## src/sv/zpde_pkg.sv

```systemverilog
`timescale 1ns / 1ps
`default_nettype none

package zpde_pkg;

   // field widths
   localparam int PIXEL_WIDTH     = 8;
   localparam int ROW_WIDTH       = 7;
   localparam int COL_WIDTH       = 8;
   localparam int DARK_WIDTH      = 8;
   localparam int THRESH_WIDTH    = 16;
   localparam int CSR_INDEX_WIDTH = 3;
   localparam int CSR_DATA_WIDTH  = 16;
   localparam int ZONE_COUNT      = 4;

   // frame geometry defaults
   localparam int LINE_WIDTH_DEFAULT = 256;
   localparam int FRAME_ROWS_DEFAULT = 128;

   // first row of each zone
   localparam int ZONE0_ROW_MIN = 110;
   localparam int ZONE1_ROW_MIN = 80;
   localparam int ZONE2_ROW_MIN = 60;

   // register reset values
   localparam logic [DARK_WIDTH-1:0]   DARK_LIMIT_RESET = 8'd128;
   localparam logic [THRESH_WIDTH-1:0] THRESHOLD_RESET  = 16'd4000;

   // register map
   typedef enum logic [CSR_INDEX_WIDTH-1:0] {
      REG_DARK_ZONE0   = 3'd0,
      REG_DARK_ZONE1   = 3'd1,
      REG_DARK_ZONE2   = 3'd2,
      REG_DARK_ZONE3   = 3'd3,
      REG_THRESH_ZONE0 = 3'd4,
      REG_THRESH_ZONE1 = 3'd5,
      REG_THRESH_ZONE2 = 3'd6,
      REG_THRESH_ZONE3 = 3'd7
   } csr_index_type;

   typedef logic [1:0] zone_type;

   typedef struct packed {
      logic [PIXEL_WIDTH-1:0] pixel;
      logic [ROW_WIDTH-1:0]   row;
      logic [COL_WIDTH-1:0]   col;
   } req_payload_type;

   typedef struct packed {
      logic                   edge_res;
      logic [ROW_WIDTH-1:0]   center_row;
      logic [COL_WIDTH-1:0]   center_col;
   } rsp_payload_type;

endpackage

`default_nettype wire

```

## src/sv/zpde_ram.sv

```systemverilog
`timescale 1ns / 1ps
`default_nettype none

module zpde_ram #(
   parameter int WIDTH = 8,
   parameter int DEPTH = 256
) (
   input  wire logic                     clock,
   input  wire logic                     wr_en,
   input  wire logic [$clog2(DEPTH)-1:0] wr_addr,
   input  wire logic [WIDTH-1:0]         wr_data,
   input  wire logic                     rd_en,
   input  wire logic [$clog2(DEPTH)-1:0] rd_addr,
   output logic      [WIDTH-1:0]         rd_data
);

   logic [WIDTH-1:0] mem_ff [DEPTH];
   logic [WIDTH-1:0] rd_data_ff;

   // one write port, one registered read port (read returns old data on collision)
   always_ff @(posedge clock) begin
      if (wr_en) begin
         mem_ff[wr_addr] <= wr_data;
      end
      if (rd_en) begin
         rd_data_ff <= mem_ff[rd_addr];
      end
   end

   assign rd_data = rd_data_ff;

endmodule

`default_nettype wire

```

## src/sv/zoned_prewitt_dark_edge_detector_top.sv

```systemverilog
`timescale 1ns / 1ps
`default_nettype none

// Zoned Prewitt dark-edge detector. Pixels arrive in raster order tagged with
// row and column; one request can be taken every clock unless req_stall is high.
// Each request is registered together with the two line-store reads for its
// column; the 3x3 window is then classified from that stage and the result
// lands in the output register when the stage advances. A request whose
// row or column is below 2 updates the line stores and window but yields no
// result; a request outside the frame is taken and dropped without effect.
// The line stores are plain RAMs with no clearing pass: the first two rows
// of a frame fill them before any value read from them feeds a result. When the
// result register is full and stalled, the request side stalls as soon as the
// internal stage holds a request that would produce a result.
module zoned_prewitt_dark_edge_detector_top
   import zpde_pkg::*;
#(
   parameter int LINE_WIDTH = LINE_WIDTH_DEFAULT,
   parameter int FRAME_ROWS = FRAME_ROWS_DEFAULT
) (
   input  wire logic                       clock,
   input  wire logic                       reset,
   input  wire logic                       req_valid,
   output logic                            req_stall,
   input  wire req_payload_type            req_payload,
   output logic                            rsp_valid,
   input  wire logic                       rsp_stall,
   output rsp_payload_type                 rsp_payload,
   input  wire logic                       csr_wr_en,
   input  wire logic [CSR_INDEX_WIDTH-1:0] csr_index,
   input  wire logic [CSR_DATA_WIDTH-1:0]  csr_wr_data
);

   localparam int AW = $clog2(LINE_WIDTH);
   localparam int CW = (AW > COL_WIDTH) ? AW : COL_WIDTH;

   // configuration registers
   logic [DARK_WIDTH-1:0]   dark_ff   [ZONE_COUNT];
   logic [THRESH_WIDTH-1:0] thresh_ff [ZONE_COUNT];

   // stage 1: registered request plus forwarding for a back-to-back column
   logic                   s1_valid_ff, s1_valid_in;
   req_payload_type        s1_ff;
   logic                   s1_fwd_ff;
   logic [PIXEL_WIDTH-1:0] s1_fwd_older_ff, s1_fwd_newer_ff;

   // window: [r*2+0] two columns back, [r*2+1] one column back
   logic [PIXEL_WIDTH-1:0] win_ff [6];

   // result register
   logic            rsp_valid_ff, rsp_valid_in;
   rsp_payload_type rsp_ff, rsp_in;

   // control
   logic req_accept;
   logic in_frame;
   logic s1_has_result;
   logic s1_move;

   // line stores
   logic [CW-1:0]          req_col_wide, s1_col_wide;
   logic [AW-1:0]          rd_addr, wr_addr;
   logic [PIXEL_WIDTH-1:0] older_rd, newer_rd;
   logic [PIXEL_WIDTH-1:0] top_px, mid_px, bot_px;

   // classification
   logic [ROW_WIDTH-1:0]   center_row;
   zone_type               zone;
   logic [9:0]             top_sum, bot_sum, left_sum, right_sum;
   logic signed [10:0]     dx, dy;
   logic signed [21:0]     dx_sq, dy_sq;
   logic [20:0]            energy;
   logic                   is_dark, is_strong;

   // configuration writes
   always_ff @(posedge clock) begin
      if (reset) begin
         for (int i = 0; i < ZONE_COUNT; i++) begin
            dark_ff[i]   <= DARK_LIMIT_RESET;
            thresh_ff[i] <= THRESHOLD_RESET;
         end
      end else if (csr_wr_en) begin
         case (csr_index)
            REG_DARK_ZONE0:   dark_ff[0]   <= csr_wr_data[DARK_WIDTH-1:0];
            REG_DARK_ZONE1:   dark_ff[1]   <= csr_wr_data[DARK_WIDTH-1:0];
            REG_DARK_ZONE2:   dark_ff[2]   <= csr_wr_data[DARK_WIDTH-1:0];
            REG_DARK_ZONE3:   dark_ff[3]   <= csr_wr_data[DARK_WIDTH-1:0];
            REG_THRESH_ZONE0: thresh_ff[0] <= csr_wr_data;
            REG_THRESH_ZONE1: thresh_ff[1] <= csr_wr_data;
            REG_THRESH_ZONE2: thresh_ff[2] <= csr_wr_data;
            REG_THRESH_ZONE3: thresh_ff[3] <= csr_wr_data;
            default: ;
         endcase
      end
   end

   // handshake and stage advance
   always_comb begin
      s1_has_result = (s1_ff.row >= ROW_WIDTH'(2)) && (s1_ff.col >= COL_WIDTH'(2));
      s1_move       = s1_valid_ff && (!s1_has_result || !rsp_valid_ff || !rsp_stall);
      req_stall     = s1_valid_ff && !s1_move;
      req_accept    = req_valid && !req_stall;
      in_frame      = (32'(req_payload.col) < 32'(LINE_WIDTH))
                   && (32'(req_payload.row) < 32'(FRAME_ROWS));
   end

   // line-store addressing
   always_comb begin
      req_col_wide = CW'(req_payload.col);
      s1_col_wide  = CW'(s1_ff.col);
      rd_addr      = req_col_wide[AW-1:0];
      wr_addr      = s1_col_wide[AW-1:0];
   end

   // older line: row-2 pixels, refilled from the newer line as it is read
   zpde_ram #(
      .WIDTH(PIXEL_WIDTH),
      .DEPTH(LINE_WIDTH)
   ) u_older_line (
      .clock   (clock),
      .wr_en   (s1_move),
      .wr_addr (wr_addr),
      .wr_data (mid_px),
      .rd_en   (req_accept),
      .rd_addr (rd_addr),
      .rd_data (older_rd)
   );

   // newer line: row-1 pixels
   zpde_ram #(
      .WIDTH(PIXEL_WIDTH),
      .DEPTH(LINE_WIDTH)
   ) u_newer_line (
      .clock   (clock),
      .wr_en   (s1_move),
      .wr_addr (wr_addr),
      .wr_data (s1_ff.pixel),
      .rd_en   (req_accept),
      .rd_addr (rd_addr),
      .rd_data (newer_rd)
   );

   // column pixels, with the previous request's writes forwarded
   always_comb begin
      top_px = s1_fwd_ff ? s1_fwd_older_ff : older_rd;
      mid_px = s1_fwd_ff ? s1_fwd_newer_ff : newer_rd;
      bot_px = s1_ff.pixel;
   end

   // zone select by centre row
   always_comb begin
      center_row = s1_ff.row - ROW_WIDTH'(1);
      if (center_row >= ROW_WIDTH'(ZONE0_ROW_MIN)) begin
         zone = 2'd0;
      end else if (center_row >= ROW_WIDTH'(ZONE1_ROW_MIN)) begin
         zone = 2'd1;
      end else if (center_row >= ROW_WIDTH'(ZONE2_ROW_MIN)) begin
         zone = 2'd2;
      end else begin
         zone = 2'd3;
      end
   end

   // prewitt gradients and energy
   always_comb begin
      top_sum   = 10'(win_ff[0]) + 10'(win_ff[1]) + 10'(top_px);
      bot_sum   = 10'(win_ff[4]) + 10'(win_ff[5]) + 10'(bot_px);
      left_sum  = 10'(win_ff[0]) + 10'(win_ff[2]) + 10'(win_ff[4]);
      right_sum = 10'(top_px) + 10'(mid_px) + 10'(bot_px);
      dx        = $signed({1'b0, bot_sum}) - $signed({1'b0, top_sum});
      dy        = $signed({1'b0, right_sum}) - $signed({1'b0, left_sum});
      dx_sq     = dx * dx;
      dy_sq     = dy * dy;
      energy    = 21'(dx_sq[19:0]) + 21'(dy_sq[19:0]);
      is_dark   = win_ff[3] < dark_ff[zone];
      is_strong = energy > 21'(thresh_ff[zone]);
   end

   // result register next state
   always_comb begin
      rsp_in            = rsp_ff;
      rsp_valid_in      = rsp_valid_ff && rsp_stall;
      if (s1_move && s1_has_result) begin
         rsp_valid_in      = 1'b1;
         rsp_in.edge_res   = is_dark && is_strong;
         rsp_in.center_row = center_row;
         rsp_in.center_col = s1_ff.col - COL_WIDTH'(1);
      end
   end

   // stage 1 next valid
   always_comb begin
      s1_valid_in = s1_valid_ff && !s1_move;
      if (req_accept) begin
         s1_valid_in = in_frame;
      end
   end

   // control registers
   always_ff @(posedge clock) begin
      if (reset) begin
         s1_valid_ff  <= 1'b0;
         rsp_valid_ff <= 1'b0;
         s1_fwd_ff    <= 1'b0;
      end else begin
         s1_valid_ff  <= s1_valid_in;
         rsp_valid_ff <= rsp_valid_in;
         if (req_accept) begin
            s1_fwd_ff <= s1_valid_ff && (s1_ff.col == req_payload.col);
         end
      end
   end

   // payload registers
   always_ff @(posedge clock) begin
      rsp_ff <= rsp_in;
      if (req_accept) begin
         s1_ff           <= req_payload;
         s1_fwd_older_ff <= mid_px;
         s1_fwd_newer_ff <= s1_ff.pixel;
      end
   end

   // window shift
   always_ff @(posedge clock) begin
      if (reset) begin
         for (int i = 0; i < 6; i++) begin
            win_ff[i] <= '0;
         end
      end else if (s1_move) begin
         win_ff[0] <= win_ff[1];
         win_ff[1] <= top_px;
         win_ff[2] <= win_ff[3];
         win_ff[3] <= mid_px;
         win_ff[4] <= win_ff[5];
         win_ff[5] <= bot_px;
      end
   end

   assign rsp_valid   = rsp_valid_ff;
   assign rsp_payload = rsp_ff;

`ifndef NO_ASSERTIONS
   // the request side only stalls behind a held stage
   assert property (@(posedge clock) disable iff (reset) req_stall |-> s1_valid_ff)
      else $error("request stalled with empty stage");

   // a held stage keeps its request
   assert property (@(posedge clock) disable iff (reset)
      (s1_valid_ff && !s1_move) |=> s1_valid_ff)
      else $error("held stage lost its request");

   // a new result comes only from an advancing stage
   assert property (@(posedge clock) disable iff (reset)
      (rsp_valid_ff && !rsp_stall) |=> (!rsp_valid_ff || $past(s1_move)))
      else $error("result without stage advance");

   // centres never lie on the first row or column
   assert property (@(posedge clock) disable iff (reset)
      rsp_valid_ff |-> (rsp_ff.center_row != '0) && (rsp_ff.center_col != '0))
      else $error("border pixel classified");
`endif

endmodule

`default_nettype wire
```

## config.mk

```make
export PLATFORM = sky130hd
export DESIGN_NAME = zoned_prewitt_dark_edge_detector_top
export DESIGN_NICKNAME = d
export VERILOG_FILES = /design/src/sv/zpde_pkg.sv /design/src/sv/zpde_ram.sv /design/src/sv/zoned_prewitt_dark_edge_detector_top.sv
export SDC_FILE = /design/constraint.sdc
export NUM_CORES = 2
export LEC_CHECK = 0
export BUFFER_PORTS_ARGS = -buffer_cell sky130_fd_sc_hd__buf_2
export CAP_MARGIN = 10
export CORE_ASPECT_RATIO = 0.9
export CORE_UTILIZATION = 45
export DETAILED_ROUTE_END_ITERATION = 10
export PLACE_DENSITY_LB_ADDON = 0.3
export SLEW_MARGIN = 5
export SYNTH_ARGS = -nofsm -noshare
export SYNTH_HDL_FRONTEND = slang
export SYNTH_HIERARCHICAL = 1
export SYNTH_MEMORY_MAX_BITS = 65536
export SYNTH_SLANG_ARGS = --single-unit
```

## constraint.sdc

```tcl
create_clock -name clock -period 24.7 [get_ports clock]
set_clock_uncertainty 0.2 [all_clocks]
set_input_delay 2.47 -clock clock [delete_from_list [all_inputs] [get_ports clock]]
set_output_delay 2.47 -clock clock [all_outputs]
set_load 0.05 [all_outputs]
```

# After elaboration in Yosys (flattened, before gate mapping)
# Memory sizes are Yosys's and may differ from the RTL's. A register that Yosys moved wholly into a read port is not among the register bits.
# Cells that the tools add are included.
# totals
reg_bits	58
mem_bits_rw	4240
input_bits	47
mem_count	5
# classes
add_sub_neg	13
mux	59
multipliers	2
eq_ne	8
bitwise_logic	14
n_reduce_logical	16
magnitude_cmp	7
# memory_table
name	depth	width	rd	rd_ports_with_merged_regs	write_ports	line_no	source
u_newer_line.mem_ff	256	8	1	1	1	zpde_ram.sv:17	logic [WIDTH-1:0] mem_ff [DEPTH];
u_older_line.mem_ff	256	8	1	1	1	zpde_ram.sv:17	
thresh_ff	4	16	1	0	4	zoned_prewitt_dark_edge_detector_top.sv:39	logic [THRESH_WIDTH-1:0] thresh_ff [ZONE_COUNT];
win_ff	6	8	6	0	6	zoned_prewitt_dark_edge_detector_top.sv:48	logic [PIXEL_WIDTH-1:0] win_ff [6];
dark_ff	4	8	1	0	4	zoned_prewitt_dark_edge_detector_top.sv:38	logic [DARK_WIDTH-1:0] dark_ff [ZONE_COUNT];
# op_table
op	n
8-bit two-way mux	12
16-bit two-way mux	4
1-bit two-way mux	41
9-bit by 8-bit adder with 10-bit output	4
11-bit by 11-bit multiplier with 20-bit output	2
8-bit by 8-bit adder with 9-bit output	4
10-bit by 10-bit subtractor with 11-bit output	2
20-bit by 20-bit adder with 21-bit output	1
21-bit by 16-bit greater-than comparator with 1-bit output	1
7-bit >= comparator, second input constant	2
1-bit bitwise OR	14
3-bit equality test, second input constant	4
8-bit equality test	1
8-bit by 2-bit >= comparator with 1-bit output, second input constant	1
1-bit logical AND	8
8-bit < comparator	1
8-bit by 1-bit subtractor with 8-bit output, second input constant	1
7-bit by 2-bit >= comparator with 1-bit output, second input constant	1
7-bit by 6-bit >= comparator with 1-bit output, second input constant	1
7-bit by 1-bit subtractor with 7-bit output, second input constant	1
3-bit by 2-bit equality test with 1-bit output, second input constant	2
1-bit zero test	5
2-bit two-way mux	2
3-bit by 1-bit equality test with 1-bit output, second input constant	1
other kinds (2)	3

# Longest topological paths before layout
# logic_depth
depth_word	11
ltp_mapped	50
mapped_depth_nobuf	48

# Hierarchy
# Netlist, hierarchy kept.
# modules_own_cells
mod	instances	area_per_inst_um2	seq_area_each_um2	cells_per_inst
zpde_ram	2	79636.4	61739.2	3733
zoned_prewitt_dark_edge_detector_top	1	20109.3	6035.8	1942

# Worst setup path after synthesis
# Ideal clock, no wire load.
# synth_timing
kind	reg2reg
start	reg s1_ff, in the netlist bot_px[1]
end	reg rsp_ff, in the netlist rsp_payload[15], data pin
t_arrival_ns	13.308
slack_ns	10.931
required_time_ns	24.239
path_stages_with_launch	42
period_less_slack_ns	13.769
setup_time_ns	0.261
path_buffers	0
cell_sequence	edfxtp_1 > inv_1 > fa_1 > inv_1 > fa_1 > inv_1 > fa_1 > inv_1 > ha_1 > inv_1 > fa_1 > nor2b_1 > o21ai_0 > a21boi_0 > o21ai_0 > a21boi_0 > o21a_1 > o21ai_0 > [6 not listed] > inv_1 > fa_1 > inv_1 > ha_1 > a21o_1 > a31o_2 > a211oi_1 > xnor2_1 > ha_1 > nand3_1 > o2111ai_1 > xor2_1 > ha_1 > a2111oi_0 > o21ai_0 > o21ai_0 > and4_1 > a211oi_1
# synth_via
elab_chain_cells	6
word_cells_on_any_way	9
cone_classes	5 x add/sub; 2 x mul; 1 x order compare; 1 x reduce/logical
# synth_lines
item	line_no	source
start, declared	zoned_prewitt_dark_edge_detector_top.sv:43	req_payload_type s1_ff;
start signal, assigned	zoned_prewitt_dark_edge_detector_top.sv:218	s1_ff <= req_payload;
9-bit by 8-bit adder with 10-bit output, on equally long branches	zoned_prewitt_dark_edge_detector_top.sv:167, zoned_prewitt_dark_edge_detector_top.sv:169	
10-bit by 10-bit subtractor with 11-bit output, on equally long branches	zoned_prewitt_dark_edge_detector_top.sv:170, zoned_prewitt_dark_edge_detector_top.sv:171	
11-bit by 11-bit multiplier with 20-bit output, on equally long branches	zoned_prewitt_dark_edge_detector_top.sv:172, zoned_prewitt_dark_edge_detector_top.sv:173	
20-bit by 20-bit adder with 21-bit output *	zoned_prewitt_dark_edge_detector_top.sv:174	energy = 21'(dx_sq[19:0]) + 21'(dy_sq[19:0]);
21-bit by 16-bit greater-than comparator with 1-bit output *	zoned_prewitt_dark_edge_detector_top.sv:176	is_strong = energy > 21'(thresh_ff[zone]);
1-bit logical AND *	zoned_prewitt_dark_edge_detector_top.sv:185	rsp_in.edge_res = is_dark && is_strong;
end signal, assigned	zoned_prewitt_dark_edge_detector_top.sv:216	rsp_ff <= rsp_in;
end, declared	zoned_prewitt_dark_edge_detector_top.sv:52	rsp_payload_type rsp_ff, rsp_in;
# Every way passes the cells marked *; elsewhere a longest branch is shown, timed or not.
# A chain may end at the register's enable or synchronous reset.

# Worst setup path after layout
# layout_timing
start	reg s1_fwd_ff
end	reg rsp_ff, in the netlist rsp_payload[15], data pin
# layout_via
elab_chain_cells	8
word_cells_on_any_way	12
cone_classes	6 x add/sub; 2 x mul; 1 x order compare; 2 x mux; 1 x reduce/logical
# layout_lines
item	line_no	source
start, declared	zoned_prewitt_dark_edge_detector_top.sv:44	logic s1_fwd_ff;
start signal, assigned	zoned_prewitt_dark_edge_detector_top.sv:209	s1_fwd_ff <= s1_valid_ff && (s1_ff.col == req_payload.col);
8-bit two-way mux	zoned_prewitt_dark_edge_detector_top.sv:146	mid_px = s1_fwd_ff ? s1_fwd_newer_ff : newer_rd;
via mid_px[2]	zoned_prewitt_dark_edge_detector_top.sv:64	logic [PIXEL_WIDTH-1:0] top_px, mid_px, bot_px;
8-bit by 8-bit adder with 9-bit output	zoned_prewitt_dark_edge_detector_top.sv:169	right_sum = 10'(top_px) + 10'(mid_px) + 10'(bot_px);
9-bit by 8-bit adder with 10-bit output	zoned_prewitt_dark_edge_detector_top.sv:169	
10-bit by 10-bit subtractor with 11-bit output	zoned_prewitt_dark_edge_detector_top.sv:171	dy = $signed({1'b0, right_sum}) - $signed({1'b0, left_sum});
11-bit by 11-bit multiplier with 20-bit output	zoned_prewitt_dark_edge_detector_top.sv:173	dy_sq = dy * dy;
20-bit by 20-bit adder with 21-bit output	zoned_prewitt_dark_edge_detector_top.sv:174	
21-bit by 16-bit greater-than comparator with 1-bit output	zoned_prewitt_dark_edge_detector_top.sv:176	
1-bit logical AND	zoned_prewitt_dark_edge_detector_top.sv:185	
# The timed path passes the listed nets, and every way through them passes these cells.

==> out/metrics.cfg <==
[clock_network]
holdBufCountCts = 0
cts_setup_buffers = 0
clock-sinks = 4314
insertion_delay_ps = 1010
cts.clk_slew.worst_paths_ps = 80
cts_buffers = 416
cts_resized = 0
htree_levels = 5
cts-root-buf = clkbuf_16
cts_tree = yes
cts_buffer_depth = 4

[floorplanning]
io_pins = 65
start_util_pct = 45.3
core_um2 = 396000
fp.dieW_um = 668
num_rows = 219
die_h_um = 601
dieArea_um2 = 401000

[synth]
syn_nets = 9855
synth_seq_cells = 4314
yosys_warnings = 6
ys.flop_type = edfxtp_1
ys_async_sr_fraction_pct = 0
synth_seq_area_share_pct = 72.2
postSynthCellCount = 9408
yosysUniqueCellTypes = 85
syn_area_um2 = 179000
synth-edff-count = 4311
syn_avg_cell_area_um2 = 19.1

[min_path]
hp-class = flip-flop to flip-flop
worstHoldStart = rsp_valid$_SDFF_PP0_

[critical_path]
max_stage_delay_ps = 630
path_class = flip-flop to flip-flop
cpMostUsedCell = fa_1
crit_start = s1_fwd_ff$_SDFFE_PP0P_
cp_slowest_cell = mux2_8
setup.worst_path.end_class = flip-flop
start_kind = flip-flop
cp_max_fo = 91
cp.required_ps = 25250
r2r_start = s1_fwd_ff$_SDFFE_PP0P_
arrival_ps = 12730

[place]
gp_congestion = 0.878
placed_area_um2 = 185000
hpwl_um = 276000
portBuffers = 64
dp_cells = 14400

[finish]
area_delta_synth_final_pct = 10.7
nets = 10000
layout.cells.non_filler = 15200
fill_cells = 31400
layout-drive-gt1-share_pct = 18.7
finalInstanceArea_um2 = 199000

[timing]
fmax_mhz = 82.1
fin_crit_sh_pct = 49.3
relSlewSlack_pct = 10.6
worst_pin_slew_ps = 1330
fin_crit_ps = 12180
finalSetupViolations = 0
tns_ps = 0
final_hold_viol_count = 0
rsz0062_at_grt = no
slew_violations = 0

[global_routing]
antenna_found_initial = 13
grt_pass1_vias = 91200
grt_overflow = 0
grt.total_usage_pct = 21.9
grt_first_pass_wirelength_um = 644000
grt_max_degree = 175

[detailed_routing]
drc_errors = 0
drt_wl_total_um = 446000
vias = 91500
viasPerCell = 6.02
first_pass_iters = 6
drtIter0Drc = 11200
postRouteAntennaNets = 0
wl_per_cell_um = 29.3

[outcome]
outcome = complete, no violations

[run]
cap_viol_max_count = 0

through the flow:
stage	hold slack, ps	util [%]	setup WS, ps
floorplan	271	-	10930
global placement	303	46.7	12780
detailed placement	315	46.7	12600
CTS	327	50.2	12560
global route	372	50.2	11720
finish	321	50.2	12520
area by class of cell:
type	count	area, um^2	area share [%]
diodes	6	15.0	0.00756
clock buffers	498	10800	5.46
clock inverters	262	2840	1.43
inverters	465	1760	0.886
multi-input cells	4129	45400	22.8
flip-flops and latches	4314	130000	65.2
well taps	5304	6640	3.34
repair buffers	228	1660	0.838
logic make-up (layout without fill, tap and decap cells):
logic type	count (synthesis)	after routing	share of synthesized area (%)
AO/OA/AOI/OAI	951	951	3.72
XOR/XNOR	97	97	0.481
adder cells (fa/ha/maj)	400	400	3.85
buffers and inverters	965	1453	2.68
flip-flops	4314	4314	72.2
multiplexers	1245	1245	13.4
other	0	6	0
AND/OR/NAND/NOR	1436	1436	3.70
layout by cell type (no fill, tap or decap), types with 158 or more instances in the layout:
cell type,netlist,routed
edfxtp_1,4311,4311
mux4_2,908,908
nor2_1,746,740
inv_1,459,455
clkbuf_16,0,422
mux2i_1,303,303
a22oi_1,267,267
fa_1,253,253
a21oi_1,240,240
buf_4,54,158
cell usage after synthesis, types with 26 or more instances:
| cell | count | area (um^2) |
|---|---|---|
| edfxtp_1 | 4311 | 129000 |
| mux4_2 | 908 | 20400 |
| nor2_1 | 746 | 2800 |
| inv_1 | 459 | 1720 |
| mux2i_1 | 303 | 3030 |
| a22oi_1 | 267 | 2000 |
| fa_1 | 253 | 5060 |
| clkbuf_1 | 248 | 931 |
| a21oi_1 | 240 | 1200 |
| nand2_1 | 155 | 582 |
| ha_1 | 147 | 1840 |
| and2_1 | 96 | 601 |
| nand3_1 | 94 | 470 |
| o221ai_1 | 93 | 815 |
| nor3_1 | 73 | 365 |
| nor2b_1 | 72 | 450 |
| xnor2_1 | 72 | 631 |
| buf_2 | 65 | 325 |
| o22ai_1 | 56 | 350 |
| buf_4 | 54 | 405 |
| nor4_1 | 53 | 332 |
| o21ai_0 | 50 | 250 |
| buf_6 | 46 | 518 |
| buf_1 | 45 | 169 |
| a211oi_1 | 44 | 330 |
| nand2b_1 | 34 | 213 |
| or3_1 | 30 | 188 |
| a221oi_1 | 26 | 228 |
| buf_8 | 26 | 390 |
registers in the layout, indices dropped and copies added, names as in the netlist:
signal,flops
s1_fwd_older_ff,8
u_older_line/rd_data,8
bot_px,8
thresh_ff,64
u_newer_line/mem_ff,2048
s1_fwd_ff,1
s1_ff,7
s1_valid_ff,1
rsp_payload,16
u_older_line/mem_ff,2048
dark_ff,32
u_newer_line/rd_data,8
win_ff,48
s1_fwd_newer_ff,8
rsp_valid,1
s1_col_wide,8
critical path, delay by kind of cell (launching register included):
| kind | cells | cell delay, ps |
|---|---|---|
| buffers and inverters | 8 | 1090 |
| adders and majority gates | 12 | 5370 |
| DFF | 1 | 470 |
| AOI/OAI and AO/OA | 11 | 2940 |
| xor gates and xnor gates | 2 | 230 |
| and+or+nand+nor | 5 | 960 |
| muxes | 1 | 630 |
final timing paths:
path	to	slack (ps)	cells past startpoint
max	rsp_payload[15]$_DFFE_PP_	12520	39
min	rsp_valid$_SDFF_PP0_	320	2
min reg2reg	rsp_valid$_SDFF_PP0_	320	2
max reg2reg	rsp_payload[15]$_DFFE_PP_	12520	39
metal layers:
layer,up-vias,GRT usage (%),wire (um)
met5,-,0,23
met4,4,5.87,12200
met3,620,4.13,41900
met2,4249,33.8,207000
met1,48700,32.1,185000
li1,37900,-,-
Power is not shown: default switching activity piles up to over one toggle a cycle in this logic, so the estimate is an artifact.
